**src/rtl/cam_spring_restoring_torque_unit_defines.svh**
```systemverilog
// ---------------------------------------------------------------------------
// Cam spring torque assertion macros
// Concurrent check wrappers, active in simulation and empty for synthesis.
// ---------------------------------------------------------------------------
`ifndef CAM_SPRING_RESTORING_TORQUE_UNIT_DEFINES_SVH
`define CAM_SPRING_RESTORING_TORQUE_UNIT_DEFINES_SVH
`ifndef SYNTHESIS
// check a property on every rising clock edge outside reset
`define CRT_ASSERT(lbl, prop) \
  lbl: assert property (@(posedge clk) disable iff (rst) prop) \
    else $error("crt assertion failed");
// check a property on every rising clock edge, reset included
`define CRT_ASSERT_ALWAYS(lbl, prop) \
  lbl: assert property (@(posedge clk) prop) \
    else $error("crt assertion failed");
`else
`define CRT_ASSERT(lbl, prop)
`define CRT_ASSERT_ALWAYS(lbl, prop)
`endif
`endif

```
**src/rtl/crt_pkg.sv**
```systemverilog
// ---------------------------------------------------------------------------
// Cam spring torque package
// Shared constants, payload types and the CORDIC arctangent table.
// ---------------------------------------------------------------------------
package crt_pkg;

  localparam int unsigned CORDIC_STAGES_DEF = 16;
  localparam int unsigned WRAP_STEPS = 10;

  localparam logic [22:0] PI_Q20 = 23'd3294199;
  localparam logic [22:0] TWO_PI_Q20 = 23'd6588398;
  localparam logic signed [22:0] WRAP_MAX = 23'sd3294199;
  localparam logic signed [22:0] WRAP_MIN = -23'sd3294199;
  // 326 * 2pi, lifts any int32 angle to a non-negative value
  localparam logic [33:0] WRAP_OFFSET = 34'd2147817748;

  localparam logic signed [33:0] PI_Q30 = 34'sd3373259426;
  localparam logic signed [33:0] HALF_PI_Q30 = 34'sd1686629713;
  localparam logic signed [33:0] GAIN_Q30 = 34'sd652032874;

  localparam logic [14:0] DEAD_BAND_RST = 15'd1425;
  localparam logic [23:0] SPRING_K_RST = 24'd128000;
  localparam logic [15:0] REEL_RADIUS_RST = 16'd983;
  localparam logic [15:0] CAM_RADIUS_RST = 16'd2294;

  typedef enum logic [1:0] {
    REG_DEAD_BAND,
    REG_SPRING_K,
    REG_REEL_RADIUS,
    REG_CAM_RADIUS
  } reg_index_t;

  typedef struct packed {
    logic [33:0] rem;
    logic signed [31:0] reel;
  } wrap_t;

  typedef struct packed {
    logic signed [33:0] x;
    logic signed [33:0] y;
    logic signed [33:0] z;
  } cordic_vec_t;

  typedef struct packed {
    logic neg;
    logic signed [33:0] z;
  } start_t;

  typedef struct packed {
    logic signed [22:0] w;
    logic inner;
    logic neg_cos;
    logic signed [31:0] reel;
  } side_t;

  function automatic logic [29:0] atan_q30(input int unsigned i);
    logic [29:0] v;
    case (i)
      0: v = 30'd843314856;
      1: v = 30'd497837829;
      2: v = 30'd263043836;
      3: v = 30'd133525158;
      4: v = 30'd67021686;
      5: v = 30'd33543515;
      6: v = 30'd16775850;
      7: v = 30'd8388437;
      8: v = 30'd4194282;
      9: v = 30'd2097149;
      10: v = 30'd1048575;
      11: v = 30'd524287;
      12: v = 30'd262143;
      13: v = 30'd131071;
      14: v = 30'd65535;
      15: v = 30'd32767;
      16: v = 30'd16383;
      17: v = 30'd8191;
      18: v = 30'd4095;
      19: v = 30'd2047;
      20: v = 30'd1023;
      21: v = 30'd511;
      22: v = 30'd255;
      23: v = 30'd127;
      default: v = '0;
    endcase
    return v;
  endfunction

  // fold an angle above pi/2 back to pi - angle and flag the cosine sign
  function automatic start_t fold_angle(input logic [31:0] ang);
    start_t s;
    logic signed [33:0] z;
    z = $signed({2'b00, ang});
    if (z > HALF_PI_Q30) begin
      s.z = PI_Q30 - z;
      s.neg = 1'b1;
    end else begin
      s.z = z;
      s.neg = 1'b0;
    end
    return s;
  endfunction

endpackage

```
**src/rtl/crt_cordic_cell.sv**
```systemverilog
// ---------------------------------------------------------------------------
// CORDIC rotation cell
// One rotation-mode micro-rotation, registered.
// ---------------------------------------------------------------------------
module crt_cordic_cell #(
  parameter int unsigned STAGE = 0
) (
  input  logic                 clk,
  input  logic                 en,
  input  crt_pkg::cordic_vec_t v_in,
  output crt_pkg::cordic_vec_t v_out
);
  import crt_pkg::*;

  localparam logic signed [33:0] ATAN = $signed({4'b0000, atan_q30(STAGE)});

  logic signed [33:0] dx;
  logic signed [33:0] dy;
  cordic_vec_t v_next;

  assign dx = v_in.y >>> STAGE;
  assign dy = v_in.x >>> STAGE;

  always_comb begin
    if (!v_in.z[33]) begin
      v_next.x = v_in.x - dx;
      v_next.y = v_in.y + dy;
      v_next.z = v_in.z - ATAN;
    end else begin
      v_next.x = v_in.x + dx;
      v_next.y = v_in.y - dy;
      v_next.z = v_in.z + ATAN;
    end
  end

  always_ff @(posedge clk) begin
    if (en) begin
      v_out <= v_next;
    end
  end
endmodule

```
**config.mk**
```make
export PLATFORM = sky130hd
export DESIGN_NAME = crt_cordic_cell
export DESIGN_NICKNAME = d
export VERILOG_FILES = /design/src/rtl/cam_spring_restoring_torque_unit_defines.svh /design/src/rtl/crt_pkg.sv /design/src/rtl/crt_cordic_cell.sv
export SDC_FILE = /design/constraint.sdc
export NUM_CORES = 1
export LEC_CHECK = 0
export ABC_AREA = 0
export BUFFER_PORTS_ARGS = -buffer_cell sky130_fd_sc_hd__clkbuf_2
export CAP_MARGIN = 30
export CORE_MARGIN = 2
export CORE_UTILIZATION = 37
export CTS_CLUSTER_DIAMETER = 80
export CTS_CLUSTER_SIZE = 8
export DETAILED_ROUTE_END_ITERATION = 6
export GPL_ROUTABILITY_DRIVEN = 0
export HOLD_SLACK_MARGIN = 0.12
export MAX_ROUTING_LAYER = met4
export PLACE_DENSITY = 0.63
export RECOVER_POWER = 25
export SETUP_SLACK_MARGIN = 0.1
export SYNTH_ARGS = -nofsm -noshare
export SYNTH_HDL_FRONTEND = slang
export SYNTH_SLANG_ARGS = --single-unit
```
**constraint.sdc**
```tcl
create_clock -name clk -period 4.9 [get_ports clk]
set_input_delay 0.49 -clock clk [delete_from_list [all_inputs] [get_ports clk]]
set_output_delay 0.49 -clock clk [all_outputs]
set_load 0.005 [all_outputs]
```
# [After elaboration in Yosys (flattened, before gate mapping)]
# Index checks and enable logic that the tools add are counted.
# W data, S select, Z words.
[word_totals] regBits=102 in_bits=104
[op_classes] addsub=5 n_mux=1
[op_table] operator="$mux W102" n=1
[op_table] operator="$sub A34 B34 Y34" n=2
[op_table] operator="$add A34 B31 Y34 const B" n=1
[op_table] operator="$add A34 B34 Y34" n=1
[op_table] operator="$sub A34 B31 Y34 const B" n=1

# [Logic depth before layout (Yosys ltp)]
[depth] depth_word=2 ltp_mapped=12

# [Worst setup path before layout]
# No wires, ideal clock.
[synth_timing] kind="in2reg" from="input v_in[33] (netlist name)" to="register v_out[29] (netlist name) (data pin)" t_arrival_ns=3.463 slack_ns=1.171 path_stages=12 path_buffers=2 path_cell_list="clkbuf_1 clkinv_1 buf_2 fa_1 a211oi_2 nor2_1 o31a_1 a211o_1 a311o_1 a21oi_4 nor3_1 or3b_1"
[synth_rtl] element="from (decl)" line="crt_cordic_cell.sv:10" rtl="input crt_pkg::cordic_vec_t v_in,"
[synth_rtl] element="to (signal assigned)" line="crt_cordic_cell.sv:38" rtl="v_out <= v_next;"
[synth_rtl] element="to (decl)" line="crt_cordic_cell.sv:11" rtl="output crt_pkg::cordic_vec_t v_out"

# [Worst setup path in the final report]
[layout_timing] from="input en" to="register v_out[10] (netlist name) (enable)"
[layout_rtl] element="from (decl)" line="crt_cordic_cell.sv:9" rtl="input logic en,"
# No word-level cell between the ends.

==> summary by stage <==
Timing
The minimum clock period after layout is around 3800 ps. The maximum achievable frequency is approximately 260 MHz. Headroom to the max-slew limit came out at -147%. Setup violations remaining at the end of the flow were counted as 0. Setup repair after global routing left no endpoint under its margin. The transition time at the pin with the least slew margin is about 3700 ps. The count of pins over their slew limit was between 60 and 70. Of the available clock period, the critical path in the final layout requires between 70% and 80%. The number of hold-slack violations in the final timing report came to 0.

Summed over all failing endpoints, the final setup total negative slack is 0 ps.

Synth
Counting every instance in the synthesized netlist gives between 1,000 and 1,500. The netlist area before placement is 0.0105 mm2. After synthesis, the largest family of logic cells by area is compound AO/OA/AOI/OAI gates.

By area the synthesized netlist is led by sky130_fd_sc_hd__edfxtp_1 29%, sky130_fd_sc_hd__ha_1 15%, sky130_fd_sc_hd__a21oi_1 6.0%. The xor/xnor cell area share of the yosys netlist is between 6 and 7%. The number of synthesized flops with an enable pin is 101. Ranked by instance count, the synthesized netlist is headed by 128 x sky130_fd_sc_hd__ha_1, 127 x sky130_fd_sc_hd__a21oi_1, 113 x sky130_fd_sc_hd__inv_1. The Yosys step of the flow raised 0 warnings.

The synthesized area per cell is between 8 and 9 um2. The arithmetic-cell share of the synthesized area counting full adders, half adders and majority gates is 16.0%. The synthesized netlist devotes 14.0% of its cell area to simple gates.

Sequential elements use between 20 and 30% of the synthesized area. The leading cell type by number of instances after synthesis is sky130_fd_sc_hd__ha_1. Summing the areas of all compound-gate instances in the mapped netlist gives 26.3% of the synthesized area. After synthesis the netlist holds a flip-flop and latch count of just over 100. After synthesis, the netlist uses 77 different library cells. For this run, asynchronously set or reset flops after synthesis account for 0%.

The mux share of post-synthesis cell area is approximately 1.7%. The cell type with the highest aggregate area in the netlist is sky130_fd_sc_hd__edfxtp_1. The synthesized netlist net count is 1,454. Among all flip-flop cells after synthesis, the most frequent one is sky130_fd_sc_hd__edfxtp_1. The synthesized design devotes to its leading area cell type approximately 29% of total area.

Setup path
The delay of the slowest cell on the worst path is between 2000 and 3000 ps. The kind of cell with the highest combined delay on the critical path is buffers and inverters. Data on the critical path is required at its endpoint by 4900 ps.

Of all nets on the critical path, the largest fanout is 64. Data on the critical path arrives at its endpoint at around 3800 ps. The signal on the critical path passes through clkbuf_1 > buf_4. STA classifies the critical path endpoint as a flip-flop. The slowest stage of the critical path is the sky130_fd_sc_hd__clkbuf_1 cell. The worst setup path is launched from a primary input.

The sum of buffers and inverters on the critical path is 2. The type of the worst setup path is primary input to flip-flop.

Route
The first detailed-routing pass took 7 iterations. The count of unresolved DRC violations after routing is 4. The average wire per cell in the routed design is 17.8 um. The detailed router finished its first iteration with between 1,000 and 1,500 violations. Summed over all layers, the routed wires come to 31.5 mm. The via count is 9,834. The routed via count divided by cell count is roughly 5.6. The antenna violation net count after detailed routing is 0.

Min path
The tightest min-delay check is of the primary input to flip-flop type.

Run status
The final reports fail on DRC, capacitance limit, slew limit. The run finished, with violations left.

Clocking
The root buffer cell is sky130_fd_sc_hd__clkbuf_16. For this design, the sink count on the clock tree is roughly 100. After clock tree synthesis, the setup repair step added 0 buffers. The post-cts sizing count is 0. The TritonCTS clock tree is yes. The maximum level of the CTS H-tree is 3. The number of buffers created by CTS is 9. Hold repair after CTS inserted 0 buffers. The clock tree buffer depth is 2. The clock-pin slew reported for the worst setup and hold paths after clock tree synthesis is 70 ps.

GRT
Entering global routing, the biggest net connects 65 pins. The number of antenna violations at the first check in global routing was 0. The first global-routing pass estimated 49.5 mm of wire. Across every metal layer, demand over resource in global routing totals 21.3%. The number of global-route vias before repair is slightly above 9,000. The total congestion overflow after global routing is 0.

Placed design
The port buffer count is ~210. Detailed placement ended at an HPWL of about 26 mm.

Pwr
For this design the ratio of total power to cell area is about 260 mW/mm2. The power after layout is 3140 uW. The maximum vdd drop is around 0.00016 V. In this run the static leakage power is between 0.005 and 0.006 uW.

Cells and area
The post-layout net count is between 1,500 and 2,000. The number of antenna cells inserted is 0. In the final layout, the registers with the most flip-flops are v_out (101). The proportion of layout cells with a drive suffix above 1 is 17.5%.

Relative to the synthesized area, the layout overhead comes to 14.9%. The register with the most flip-flops in the layout has about 100 of them. The count of fill cells added during filler insertion is 2,790. The register ranked first by flip-flop count is v_out.

Floorplan
The core area is approximately 0.028 mm2. The floorplan step defined a die boundary enclosing between 0.02 and 0.03 mm2. The die is around 170 um tall. The initial core utilization is 37.8%.

approximately 210 I/O pins were placed. The site row count is 61. In this run the horizontal extent of the chip is 173 um.

Flow run
The total of max-cap violations is 1.
worst paths after layout:
| kind | startpoint | end | cells after the start |
|---|---|---|---|
| setup / recovery | en | v_out[10] | 2 |
| hold / removal | v_in[2] | v_out[2] | 1 |
cell type report:
type / count / area (um2) / area share [%]
Multi-Input combinational cell: 950 / 6830 / 56.5
Sequential cell: 101 / 3030 / 25.1
Timing Repair Buffer: 209 / 1050 / 8.69
Tap cell: 378 / 473 / 3.91
Inverter: 115 / 432 / 3.57
Clock buffer: 10 / 229 / 1.89
Clock inverter: 6 / 45.0 / 0.373
per-stage QoR:
stage	instances	util, %	cell area (um2)	hold WS, ps	setup WS (ps)
after global placement	1753	42.4	11800	668	1180
after global routing	1769	43.4	12100	281	646
after detailed placement	1753	42.4	11800	670	1190
after floorplan	1218	-	10500	589	1170
final	1769	43.4	12100	296	1060
after CTS	1769	43.4	12100	281	1580
layout by cell type (no fill, tap or decap), drive strengths merged, types with 6 or more instances in the layout:
cell type,n
nand3,25
o31ai,17
mux2i,18
a211o,7
nand4,18
xor2,15
nand2b,12
and2,7
a31oi,9
and3,9
nor2,99
nor3,22
o21a,19
a21boi,6
nor2b,17
o221ai,6
inv,116
a21oi,128
a211oi,24
clkbuf,215
nand2,56
ha,128
or3,11
a21o,38
o21ai,73
o211ai,17
edfxtp,101
xnor2,68
nor4,9
o21bai,19
metal layers:
layer,global-route usage [%],part of all wire (%),up-vias
li1,-,-,4776
met3,3.12,6.4,47
met1,29.6,47,4584
met5,-,0,-
met4,6.59,2.7,0
met2,31.9,44,427
power breakdown:
part | switching [uW] | internal, uW
sequential | 43.6 | 1150
clock | 343 | 350
combinational | 760 | 503
total | 1150 | 2000
cell families (layout without fill, tap and decap cells):
group           count (synthesis)  after routing
mux                            18             18
compound gates                417            417
xor+xnor                       83             83
fa+ha+maj                     132            132
buf+inv                       167            340
flops                         101            101
simple gates                  300            300
No activity file was read; power rests on OpenSTA's default activity.
