<file path="src/rtl/cam_spring_restoring_torque_unit_defines.svh">
// ---------------------------------------------------------------------------
// Cam spring torque assertion macros
// Concurrent check wrappers, active in simulation and empty for synthesis.
// ---------------------------------------------------------------------------
`ifndef CAM_SPRING_RESTORING_TORQUE_UNIT_DEFINES_SVH
`define CAM_SPRING_RESTORING_TORQUE_UNIT_DEFINES_SVH
`ifndef SYNTHESIS
// check a property on every rising clock edge outside reset
`define CRT_ASSERT(lbl, prop) \
  lbl: assert property (@(posedge clk) disable iff (rst) prop) \
    else $error("crt assertion failed");
// check a property on every rising clock edge, reset included
`define CRT_ASSERT_ALWAYS(lbl, prop) \
  lbl: assert property (@(posedge clk) prop) \
    else $error("crt assertion failed");
`else
`define CRT_ASSERT(lbl, prop)
`define CRT_ASSERT_ALWAYS(lbl, prop)
`endif
`endif

</file>
<file path="src/rtl/crt_pkg.sv">
// ---------------------------------------------------------------------------
// Cam spring torque package
// Shared constants, payload types and the CORDIC arctangent table.
// ---------------------------------------------------------------------------
package crt_pkg;

  localparam int unsigned CORDIC_STAGES_DEF = 16;
  localparam int unsigned WRAP_STEPS = 10;

  localparam logic [22:0] PI_Q20 = 23'd3294199;
  localparam logic [22:0] TWO_PI_Q20 = 23'd6588398;
  localparam logic signed [22:0] WRAP_MAX = 23'sd3294199;
  localparam logic signed [22:0] WRAP_MIN = -23'sd3294199;
  // 326 * 2pi, lifts any int32 angle to a non-negative value
  localparam logic [33:0] WRAP_OFFSET = 34'd2147817748;

  localparam logic signed [33:0] PI_Q30 = 34'sd3373259426;
  localparam logic signed [33:0] HALF_PI_Q30 = 34'sd1686629713;
  localparam logic signed [33:0] GAIN_Q30 = 34'sd652032874;

  localparam logic [14:0] DEAD_BAND_RST = 15'd1425;
  localparam logic [23:0] SPRING_K_RST = 24'd128000;
  localparam logic [15:0] REEL_RADIUS_RST = 16'd983;
  localparam logic [15:0] CAM_RADIUS_RST = 16'd2294;

  typedef enum logic [1:0] {
    REG_DEAD_BAND,
    REG_SPRING_K,
    REG_REEL_RADIUS,
    REG_CAM_RADIUS
  } reg_index_t;

  typedef struct packed {
    logic [33:0] rem;
    logic signed [31:0] reel;
  } wrap_t;

  typedef struct packed {
    logic signed [33:0] x;
    logic signed [33:0] y;
    logic signed [33:0] z;
  } cordic_vec_t;

  typedef struct packed {
    logic neg;
    logic signed [33:0] z;
  } start_t;

  typedef struct packed {
    logic signed [22:0] w;
    logic inner;
    logic neg_cos;
    logic signed [31:0] reel;
  } side_t;

  function automatic logic [29:0] atan_q30(input int unsigned i);
    logic [29:0] v;
    case (i)
      0: v = 30'd843314856;
      1: v = 30'd497837829;
      2: v = 30'd263043836;
      3: v = 30'd133525158;
      4: v = 30'd67021686;
      5: v = 30'd33543515;
      6: v = 30'd16775850;
      7: v = 30'd8388437;
      8: v = 30'd4194282;
      9: v = 30'd2097149;
      10: v = 30'd1048575;
      11: v = 30'd524287;
      12: v = 30'd262143;
      13: v = 30'd131071;
      14: v = 30'd65535;
      15: v = 30'd32767;
      16: v = 30'd16383;
      17: v = 30'd8191;
      18: v = 30'd4095;
      19: v = 30'd2047;
      20: v = 30'd1023;
      21: v = 30'd511;
      22: v = 30'd255;
      23: v = 30'd127;
      default: v = '0;
    endcase
    return v;
  endfunction

  // fold an angle above pi/2 back to pi - angle and flag the cosine sign
  function automatic start_t fold_angle(input logic [31:0] ang);
    start_t s;
    logic signed [33:0] z;
    z = $signed({2'b00, ang});
    if (z > HALF_PI_Q30) begin
      s.z = PI_Q30 - z;
      s.neg = 1'b1;
    end else begin
      s.z = z;
      s.neg = 1'b0;
    end
    return s;
  endfunction

endpackage

</file>
<file path="src/rtl/crt_wrap_cell.sv">
// ---------------------------------------------------------------------------
// Angle wrap cell
// One restoring step of the modulo-2pi reduction, registered.
// ---------------------------------------------------------------------------
module crt_wrap_cell #(
  parameter int unsigned STEP = 0
) (
  input  logic          clk,
  input  logic          en,
  input  crt_pkg::wrap_t d_in,
  output crt_pkg::wrap_t d_out
);
  import crt_pkg::*;

  localparam logic [33:0] MULT = 34'(TWO_PI_Q20) << STEP;

  wrap_t d_next;

  always_comb begin
    d_next = d_in;
    if (d_in.rem >= MULT) begin
      d_next.rem = d_in.rem - MULT;
    end
  end

  always_ff @(posedge clk) begin
    if (en) begin
      d_out <= d_next;
    end
  end
endmodule

</file>
<file path="config.mk">
export PLATFORM = sky130hd
export DESIGN_NAME = crt_wrap_cell
export DESIGN_NICKNAME = d
export VERILOG_FILES = /design/src/rtl/cam_spring_restoring_torque_unit_defines.svh /design/src/rtl/crt_pkg.sv /design/src/rtl/crt_wrap_cell.sv
export SDC_FILE = /design/constraint.sdc
export NUM_CORES = 1
export LEC_CHECK = 0
export BUFFER_PORTS_ARGS = -buffer_cell sky130_fd_sc_hd__buf_2
export CORE_MARGIN = 3
export CORE_UTILIZATION = 46
export DETAILED_ROUTE_END_ITERATION = 16
export PLACE_DENSITY_LB_ADDON = 0.12
export SYNTH_ARGS = -nofsm -noshare
export SYNTH_HDL_FRONTEND = slang
export SYNTH_SLANG_ARGS = --single-unit
</file>
<file path="constraint.sdc">
create_clock -name clk -period 2.3 [get_ports clk]
set_clock_uncertainty 0.1 [all_clocks]
set_input_delay 0.115 -clock clk [delete_from_list [all_inputs] [get_ports clk]]
set_output_delay 0.115 -clock clk [all_outputs]
set_load 0.005 [all_outputs]
</file>
# After elaboration in Yosys (flattened, before gate mapping)

Cells that the tools add are included.

Register bits after elaboration: 66
Input port bits: 68

Add/sub/neg operators: 1
Magnitude comparators: 1
Muxes and demuxes: 1

Operators with widths:

| operator               | count |
|---|---|
| $ge 34x23->1 const B   | 1 |
| $mux 34                | 1 |
| $sub 34x23->34 const B | 1 |

# Longest topological paths before layout

Gate-level depths: netlist (run 1).

Depth after elaboration: 2
Mapped depth: 8

# Worst setup path after synthesis (run 1)

OpenSTA, ideal clock, no wires.

Kind: in2reg
From: input d_in[49] (netlist bit)
To: register d_out[56] (netlist bit) (data pin)
Setup time: 0.272 ns
Arrival: 1.689 ns
Path slack: 0.239 ns
Stages on the path: 7
Buffers on the path: 1
Path through: or2_2 nor4_4 nand4_1 and4b_1 buf_6 a2111oi_2 xor2_1

RTL lines:

| what                 | RTL line            | RTL |
|---|---|---|
| start, declared      | crt_wrap_cell.sv:10 | `input crt_pkg::wrap_t d_in,` |
| end signal, assigned | crt_wrap_cell.sv:28 | `d_out <= d_next;` |
| end, declared        | crt_wrap_cell.sv:11 | `output crt_pkg::wrap_t d_out` |

==> impl_metrics.json, run 1 <==
{
  "outcome": "finished clean",
  "layoutNonFillerInstCount": 461,
  "nets": 453,
  "met3WireLength_um": 477,
  "worst_pin_slew_ps": 451,
  "drtPass1Iterations": 4,
  "synth_warnings": 0,
  "drc": 0,
  "top_regs": "d_out (66)",
  "grt_pass1_vias": 2197,
  "ctsRootBufferMaster": "clkbuf_8",
  "ctsHtreeMaxLevel": 3,
  "rsz0062_at_grt": "false",
  "setup_tns_ps": 0,
  "wirelength_met1_mm": 2.97,
  "finalCritPeriodShare": 0.934,
  "crit_arrival_ps": 2120,
  "synth_top_area_share": 0.707,
  "holdCritStartpoint": "d_in[61]",
  "ys_types": 34,
  "stdcell_area_sq_mm": 0.00423,
  "yosysMostFrequentCell": "edfxtp_1",
  "syn-cell-area_sq_mm": 0.00280,
  "multi_input_area_sq_um": 792,
  "async_flop_share": 0,
  "p_total_mw": 2.78,
  "start_kind": "input pin",
  "ios": 134,
  "holdPathStages": 2,
  "fillers": 401,
  "drtIter0Drc": 97,
  "required_ps": 2270,
  "vias": 2275,
  "finalHoldViolations": 0,
  "power.internal_mw": 2.15,
  "dieWidth_um": 84.1,
  "postPlaceCellArea_sq_mm": 0.00363,
  "cts-resized-gates": 0,
  "fmax_ghz": 0.465,
  "critPathMaxFanout": 9,
  "slew_viol_final": 0,
  "syn_nets": 258,
  "antenna_found_initial": 0,
  "core_sq_mm": 0.00571,
  "cellPowerDensity_mw_per_mm2": 655,
  "end_kind": "register",
  "largest_reg_flops": 66,
  "final.setup.worst_slack_ps": 151,
  "power_frac_clock": 0.334,
  "synthTopCellsByArea": "edfxtp_1, xnor2_1, xor2_1, nand2_1, nor3_1",
  "cts_tree": "built",
  "final_util": 0.742,
  "synthCells": 189,
  "top_register": "d_out",
  "grt_first_pass_wirelength_mm": 11.0,
  "die-area_sq_mm": 0.00707,
  "wire_per_inst_um": 15.2,
  "row_count": 27,
  "path_clk_slew_ps": 70,
  "switching_power_uw": 630,
  "yosys_register_bits": 66,
  "ant_nets": 0,
  "pwr-share-comb": 0.135,
  "switching_share": 0.227,
  "hold_ws_ps": 19.0,
  "grt_max_degree": 37,
  "regArea_sq_mm": 0.00198,
  "met2_length_mm": 3.46,
  "cts_made_buffers": 9,
  "synth-edff-count": 66,
  "dr.max_layer_used": "met4",
  "grt_usage": 0.201,
  "post-dp-hpwl_mm": 4.87,
  "setup_viol": 0,
  "ir_drop_v": 0.000355,
  "yosys-top-cells-count": "edfxtp_1, xnor2_1, nand2_1",
  "whs_endpoint": "d_out[61]",
  "via_per_inst": 4.93,
  "clock_sinks": 66,
  "post-place-ws_ps": 15.7,
  "synthFlopType": "edfxtp_1",
  "start_util": 0.491,
  "clockBufferDepth": 2,
  "die_h_um": 84.1,
  "yosys.area.top_type": "edfxtp_1",
  "fin_crit_ps": 2150,
  "startpoint": "d_in[32]",
  "port_buffers": 133,
  "diodes": 0,
  "yosysSeqAreaShare": 0.707,
  "dp.cells": 403,
  "gr-total-overflow": 0,
  "synth_area_per_cell_sq_um": 14.8,
  "crit_type": "input pin to register",
  "hold_class": "input pin to register",
  "p_seq_frac": 0.530,
  "drive_above_1_share": 0.422,
  "cap_violations": 0,
  "areaGrowthSynthToFinish_pct": 51.1,
  "timing.slew.headroom": 0.697,
  "p_leak_nw": 1.80,
  "gp_congestion": 0.856,
  "routed_wl_mm": 7.00
}
[how the worst max path moves through the flow]
stage | cells after the start | to
after global routing | 9 | d_out[49]
final | 8 | d_out[56]
after floorplan | 7 | d_out[56]
after global placement | 8 | d_out[56]
after detailed placement | 8 | d_out[56]
after CTS | 8 | d_out[56]
[what timing repair did]
| action | 4_1_cts | 5_1_grt |
|---|---|---|
| hold buffers | 42 | 0 |
| setup endpoints to repair | 0 | 0 |
| setup buffers | 0 | 0 |
| hold endpoints to repair | 42 | 0 |
[layout by cell type, fill, tap and decap left out, drive strengths merged, types with 2 or more instances in the layout]
master,netlist,routed
nand3b,2,2
dlygate4sd3,0,42
a211oi,2,2
nand4,4,4
xnor2,18,18
nor4,5,5
xor2,12,12
o21ai,4,4
clkinv,0,2
clkinvlp,0,2
o211ai,2,2
edfxtp,66,66
nor2,9,9
and3,2,2
nand4b,2,2
buf,3,145
a21oi,7,7
or2,2,2
inv,2,2
clkbuf,0,11
a21o,3,3
nor3,11,11
nand3,6,6
and2b,2,2
nand2,15,15
[critical path: stages]
cell           delay (ps)
dlygate4sd3_1         530
buf_2                 130
nor4b_1               310
nand4_1               160
and4b_1               240
buf_4                 170
a2111oi_2             370
xor2_1                100
[routing by layer]
metal / vias up / track usage
met2: 93 / 0.328
met5: - / 0
met1: 1061 / 0.249
met3: 8 / 0.0523
met4: 0 / 0.0906
li1: 1113 / -
[layout make-up]
class / count / share of cell area
clock buffer: 11 / 0.0310
tap: 72 / 0.0213
multi-input combinational: 118 / 0.187
timing repair buffer: 187 / 0.278
sequential: 66 / 0.468
clock inverter: 5 / 0.0130
inverter: 2 / 0.00177
[power groups by stage]
stage,registers (mW),logic [mW],clock network [mW]
global placement,1.49,0.315,0
finish,1.47,0.375,0.928
global route,1.48,0.409,1.02
detailed placement,1.50,0.320,0
CTS,1.47,0.377,0.955
floorplan,1.52,0.0796,0
[cell families after synthesis]
| family | after synthesis | share of synthesized area |
|---|---|---|
| buf+inv | 5 | 0.0103 |
| fa+ha+maj | 1 | 0.00446 |
| flops | 66 | 0.707 |
| xor+xnor | 30 | 0.0937 |
| compound gates | 23 | 0.0571 |
| simple gates | 64 | 0.127 |
No activity file was read; power rests on OpenSTA's default activity.
==> run 2: changes to the inputs <==
==> constraint.sdc (replaced) <==
create_clock -name clk -period 2.1 [get_ports clk]
set_clock_uncertainty 0.1 [all_clocks]
set_input_delay 0.105 -clock clk [delete_from_list [all_inputs] [get_ports clk]]
set_output_delay 0.105 -clock clk [all_outputs]
set_load 0.005 [all_outputs]
==> run 2 against run 1 <==
Compared with the run above:
- clock power down 5.6%
- combinational power up 19%
- hold slack worse by 1.1 ps
- critical path type unchanged
- flip-flop and latch count unchanged
- utilization up 2.7 points
- critical path depth up 2
- critical endpoint is now d_out[52]
- routed wire length up 3.9%
==> impl_metrics.json, run 2 (synthesized netlist as in run 1, its figures left out) <==
{
  "multi_input_area_sq_um": 803,
  "port_buffers": 133,
  "end_kind": "register",
  "path_clk_slew_ps": 70,
  "crit_path_max_incr_delay_ps": 530,
  "vias": 2368,
  "post-place-ws_ps": -203,
  "slew_viol_final": 0,
  "largest_reg_flops": 66,
  "diodes": 0,
  "ctsHtreeMaxLevel": 3,
  "holdCritStartpoint": "d_in[57]",
  "finalHoldViolations": 0,
  "cts_tree": "built",
  "gp_congestion": 0.897,
  "drive_above_1_share": 0.473,
  "clockBufferDepth": 2,
  "crit_buf_inv": 4,
  "crit_path_top_delay_cell": "dlygate4sd3_1",
  "rsz0062_at_grt": "false",
  "fin_crit_ps": 1990,
  "finalCritPeriodShare": 0.949,
  "final_util": 0.769,
  "grt_max_degree": 37,
  "clock_sinks": 66,
  "hold_ws_ps": 17.9,
  "grt_pass1_vias": 2384,
  "post-dp-hpwl_mm": 5.03,
  "path_cells": "dlygate4sd3_1, buf_2, nor3_1, nand3b_1, nor3_2, and4b_1, buf_4, buf_4, nor3_1, xor2_1",
  "crit_arrival_ps": 1960,
  "crit_type": "input pin to register",
  "areaGrowthSynthToFinish_pct": 56.6,
  "hold_class": "input pin to register",
  "p_leak_nw": 1.91,
  "die_h_um": 84.1,
  "nets": 477,
  "top_regs": "d_out (66)",
  "fmax_ghz": 0.502,
  "top_register": "d_out",
  "path_depth": 10,
  "critPathMaxFanout": 8,
  "outcome": "finished clean",
  "setup_tns_ps": 0,
  "stdcell_area_sq_mm": 0.00439,
  "final_common_cell": "buf_2",
  "timing.slew.headroom": 0.580,
  "start_util": 0.491,
  "ir_drop_v": 0.000397,
  "regArea_sq_mm": 0.00198,
  "drtIter0Drc": 82,
  "drtPass1Iterations": 4,
  "via_per_inst": 4.89,
  "worst_pin_slew_ps": 621,
  "fillers": 389,
  "setup_viol": 0,
  "final.setup.worst_slack_ps": 107,
  "antenna_found_initial": 0,
  "required_ps": 2070,
  "postPlaceCellArea_sq_mm": 0.00384,
  "dieWidth_um": 84.1,
  "drc": 0,
  "ctsRootBufferMaster": "clkbuf_8",
  "row_count": 27,
  "crit_family": "buffers and inverters",
  "ant_nets": 0,
  "gr-total-overflow": 0,
  "grt_first_pass_wirelength_mm": 11.8,
  "p_total_mw": 2.94,
  "whs_endpoint": "d_out[57]",
  "die-area_sq_mm": 0.00707,
  "ios": 134,
  "core_sq_mm": 0.00571,
  "cellPowerDensity_mw_per_mm2": 669,
  "dp.cells": 431,
  "cts_made_buffers": 9,
  "holdPathStages": 2,
  "wire_per_inst_um": 15.0,
  "final_cell_mix": "buf_2, edfxtp_1, buf_4",
  "cap_violations": 0,
  "routed_wl_mm": 7.28,
  "layoutNonFillerInstCount": 484,
  "grt_usage": 0.214,
  "start_kind": "input pin"
}
## run 2: changes by cell type in the layout (fill, tap and decap cells not counted), sizes merged
| cell | previous run | this run |
|---|---|---|
| clkbuf | 11 | 9 |
| dlygate4sd3 | 42 | 38 |
| buf | 145 | 173 |
| bufinv | 1 | 0 |
| clkinv | 2 | 4 |
## run 2: area by class of cell
cell class,count,area share
Inverter,2,0.00171
Timing Repair Buffer,211,0.307
Multi-Input combinational cell,118,0.183
Sequential cell,66,0.452
Clock inverter,6,0.00798
Clock buffer,9,0.0282
Tap cell,72,0.0205
## run 2: timing repair
action,4_1_cts,5_1_grt
setup buffers,0,0
hold buffers,38,0
endpoints found under the hold margin,38,0
setup endpoints to repair,0,6
gates resized for setup,0,2
## run 2: worst max-delay path by stage
| stage | from | to | slack (ps) |
|---|---|---|---|
| 6_report | d_in[62] | d_out[52] | 110 |
| 5_1_grt | d_in[62] | d_out[51] | 30 |
| 4_1_cts | d_in[62] | d_out[52] | 80 |
| 2_1_floorplan | d_in[49] | d_out[56] | 50 |
| 3_5_place_dp | d_in[46] | d_out[56] | -200 |
| 3_3_place_gp | d_in[46] | d_out[56] | -150 |
## run 2: report_power, final
group          switching, mW  internal [mW]  total (mW)
Clock                  0.464          0.412       0.876
Sequential            0.0283           1.58        1.61
Combinational          0.202          0.244       0.446
## run 2: metal layers
layer / global-route usage / part of all wire / vias up
li1: - / - / 1158
met3: 0.0424 / 0.072 / 10
met5: 0 / 0 / -
met2: 0.355 / 0.50 / 102
met1: 0.275 / 0.41 / 1098
met4: 0.0804 / 0.014 / 0
==> run 3: changes to the inputs <==
--- a/config.mk
+++ b/config.mk
@@ -5,7 +5,7 @@
 export SDC_FILE = /design/constraint.sdc
 export NUM_CORES = 1
 export LEC_CHECK = 0
-export BUFFER_PORTS_ARGS = -buffer_cell sky130_fd_sc_hd__buf_2
+export BUFFER_PORTS_ARGS = -buffer_cell sky130_fd_sc_hd__clkbuf_2
 export CORE_MARGIN = 3
 export CORE_UTILIZATION = 46
 export DETAILED_ROUTE_END_ITERATION = 16
==> run 3 against run 2 <==
Compared with the run above:
- final cell count decreased by 0.62%
- critical path depth unchanged
- clock-buffer cell count increased by 1
- clock power increased by 26%
- first-iteration DRC count increased by 2.4%
- via count increased by 0.55%
- non-clock buffer count decreased by 2
- critical path type unchanged
==> impl_metrics.json, run 3 (synthesized netlist as in run 1, its figures left out) <==
{
  "use_met1": 0.256,
  "finalCritPeriodShare": 0.970,
  "core_sq_mm": 0.00571,
  "drc": 0,
  "clockBufferDepth": 2,
  "path_clk_slew_ps": 60,
  "busiest_layer": "met2",
  "gp_congestion": 0.842,
  "finalHoldViolations": 0,
  "areaGrowthSynthToFinish_pct": 58.3,
  "port_buffers": 133,
  "ios": 134,
  "grt_use_met2": 0.402,
  "dp.cells": 428,
  "hold_class": "input pin to register",
  "start_util": 0.491,
  "top_regs": "d_out (66)",
  "die-area_sq_mm": 0.00707,
  "power_frac_clock": 0.347,
  "grt_max_degree": 37,
  "die_h_um": 84.1,
  "worst_pin_slew_ps": 613,
  "start_kind": "input pin",
  "routed_wl_mm": 7.50,
  "slew_viol_final": 0,
  "crit_type": "input pin to register",
  "gr-total-overflow": 0,
  "antenna_found_initial": 0,
  "wire_per_inst_um": 15.6,
  "grt_util_met3": 0.0661,
  "drive_above_1_share": 0.467,
  "top_register": "d_out",
  "row_count": 27,
  "ant_nets": 0,
  "drtIter0Drc": 84,
  "cts_made_buffers": 9,
  "final_common_cell": "clkbuf_2",
  "grt_pass1_vias": 2471,
  "vias": 2381,
  "ir_drop_v": 0.000542,
  "p_seq_frac": 0.511,
  "fin_crit_ps": 2040,
  "cts_tree": "built",
  "crit_arrival_ps": 2020,
  "ctsHtreeMaxLevel": 3,
  "p_leak_nw": 1.96,
  "timing.slew.headroom": 0.586,
  "switching_share": 0.217,
  "drtPass1Iterations": 4,
  "p_total_mw": 3.17,
  "layoutNonFillerInstCount": 481,
  "outcome": "finished clean",
  "clock_sinks": 66,
  "largest_reg_flops": 66,
  "via_per_inst": 4.95,
  "fmax_ghz": 0.491,
  "final_cell_mix": "clkbuf_2, edfxtp_1, dlygate4sd3_1",
  "rsz0062_at_grt": "false",
  "switching_power_uw": 689,
  "post-dp-hpwl_mm": 5.10,
  "grt_first_pass_wirelength_mm": 12.3,
  "critPathMaxFanout": 7,
  "cap_violations": 0,
  "cellPowerDensity_mw_per_mm2": 714,
  "diodes": 0,
  "setup_viol": 0,
  "grt_usage": 0.224,
  "ctsRootBufferMaster": "clkbuf_8",
  "required_ps": 2080,
  "end_kind": "register",
  "pwr-share-comb": 0.142,
  "nets": 475,
  "dieWidth_um": 84.1,
  "power.internal_mw": 2.48,
  "hold_ws_ps": 5.40
}
run 3: worst paths after layout:
check	cells after the start	slack (ps)	to	start
worst min-delay path	2	5	d_out[46]	d_in[46]
worst max-delay path	10	60	d_out[52]	d_in[62]
run 3: cell type report:
class	instances	area, sq um
sequential	66	1980
multi-input combinational	118	827
inverter	2	7.51
fill	362	1270
clock buffer	10	128
clock inverter	4	68.8
tap	72	90.1
timing repair buffer	209	1330
run 3: metal layers:
layer  routed length, um  up-vias
li1                    -     1153
met1                2950     1113
met5                   0        -
met3                 526        8
met2                3940      107
met4                  83        0
run 3: worst max-delay path, stage by stage:
cell	delay, ps
dlygate4sd3_1	540
clkbuf_2	130
nor3_1	220
nand3b_1	140
nor3_2	160
and4b_1	230
buf_4	170
buf_4	140
nor3_2	40
xor2_1	140
run 3: per-stage QoR:
stage,setup slack (ps),setup TNS [ps],area (sq um),util
global route,2.39,0,4440,0.777
floorplan,48.6,0,2800,-
CTS,12.0,0,4400,0.771
finish,63.5,0,4440,0.777
global placement,-148,-669,3810,0.668
detailed placement,-128,-521,3810,0.668
run 3: what timing repair did:
action	in CTS	in global routing
endpoints found under the setup margin	0	12
endpoints found under the hold margin	39	0
buffers inserted	0	0
gates resized for setup	0	5
hold buffers	39	0
run 3: power by group through the flow:
stage | sequential, mW | combinational [mW] | clock, mW
after floorplan | 1.66 | 0.0872 | 0
after global placement | 1.64 | 0.376 | 0
after detailed placement | 1.64 | 0.383 | 0
after CTS | 1.62 | 0.444 | 1.12
after global routing | 1.63 | 0.491 | 1.19
final | 1.62 | 0.449 | 1.10
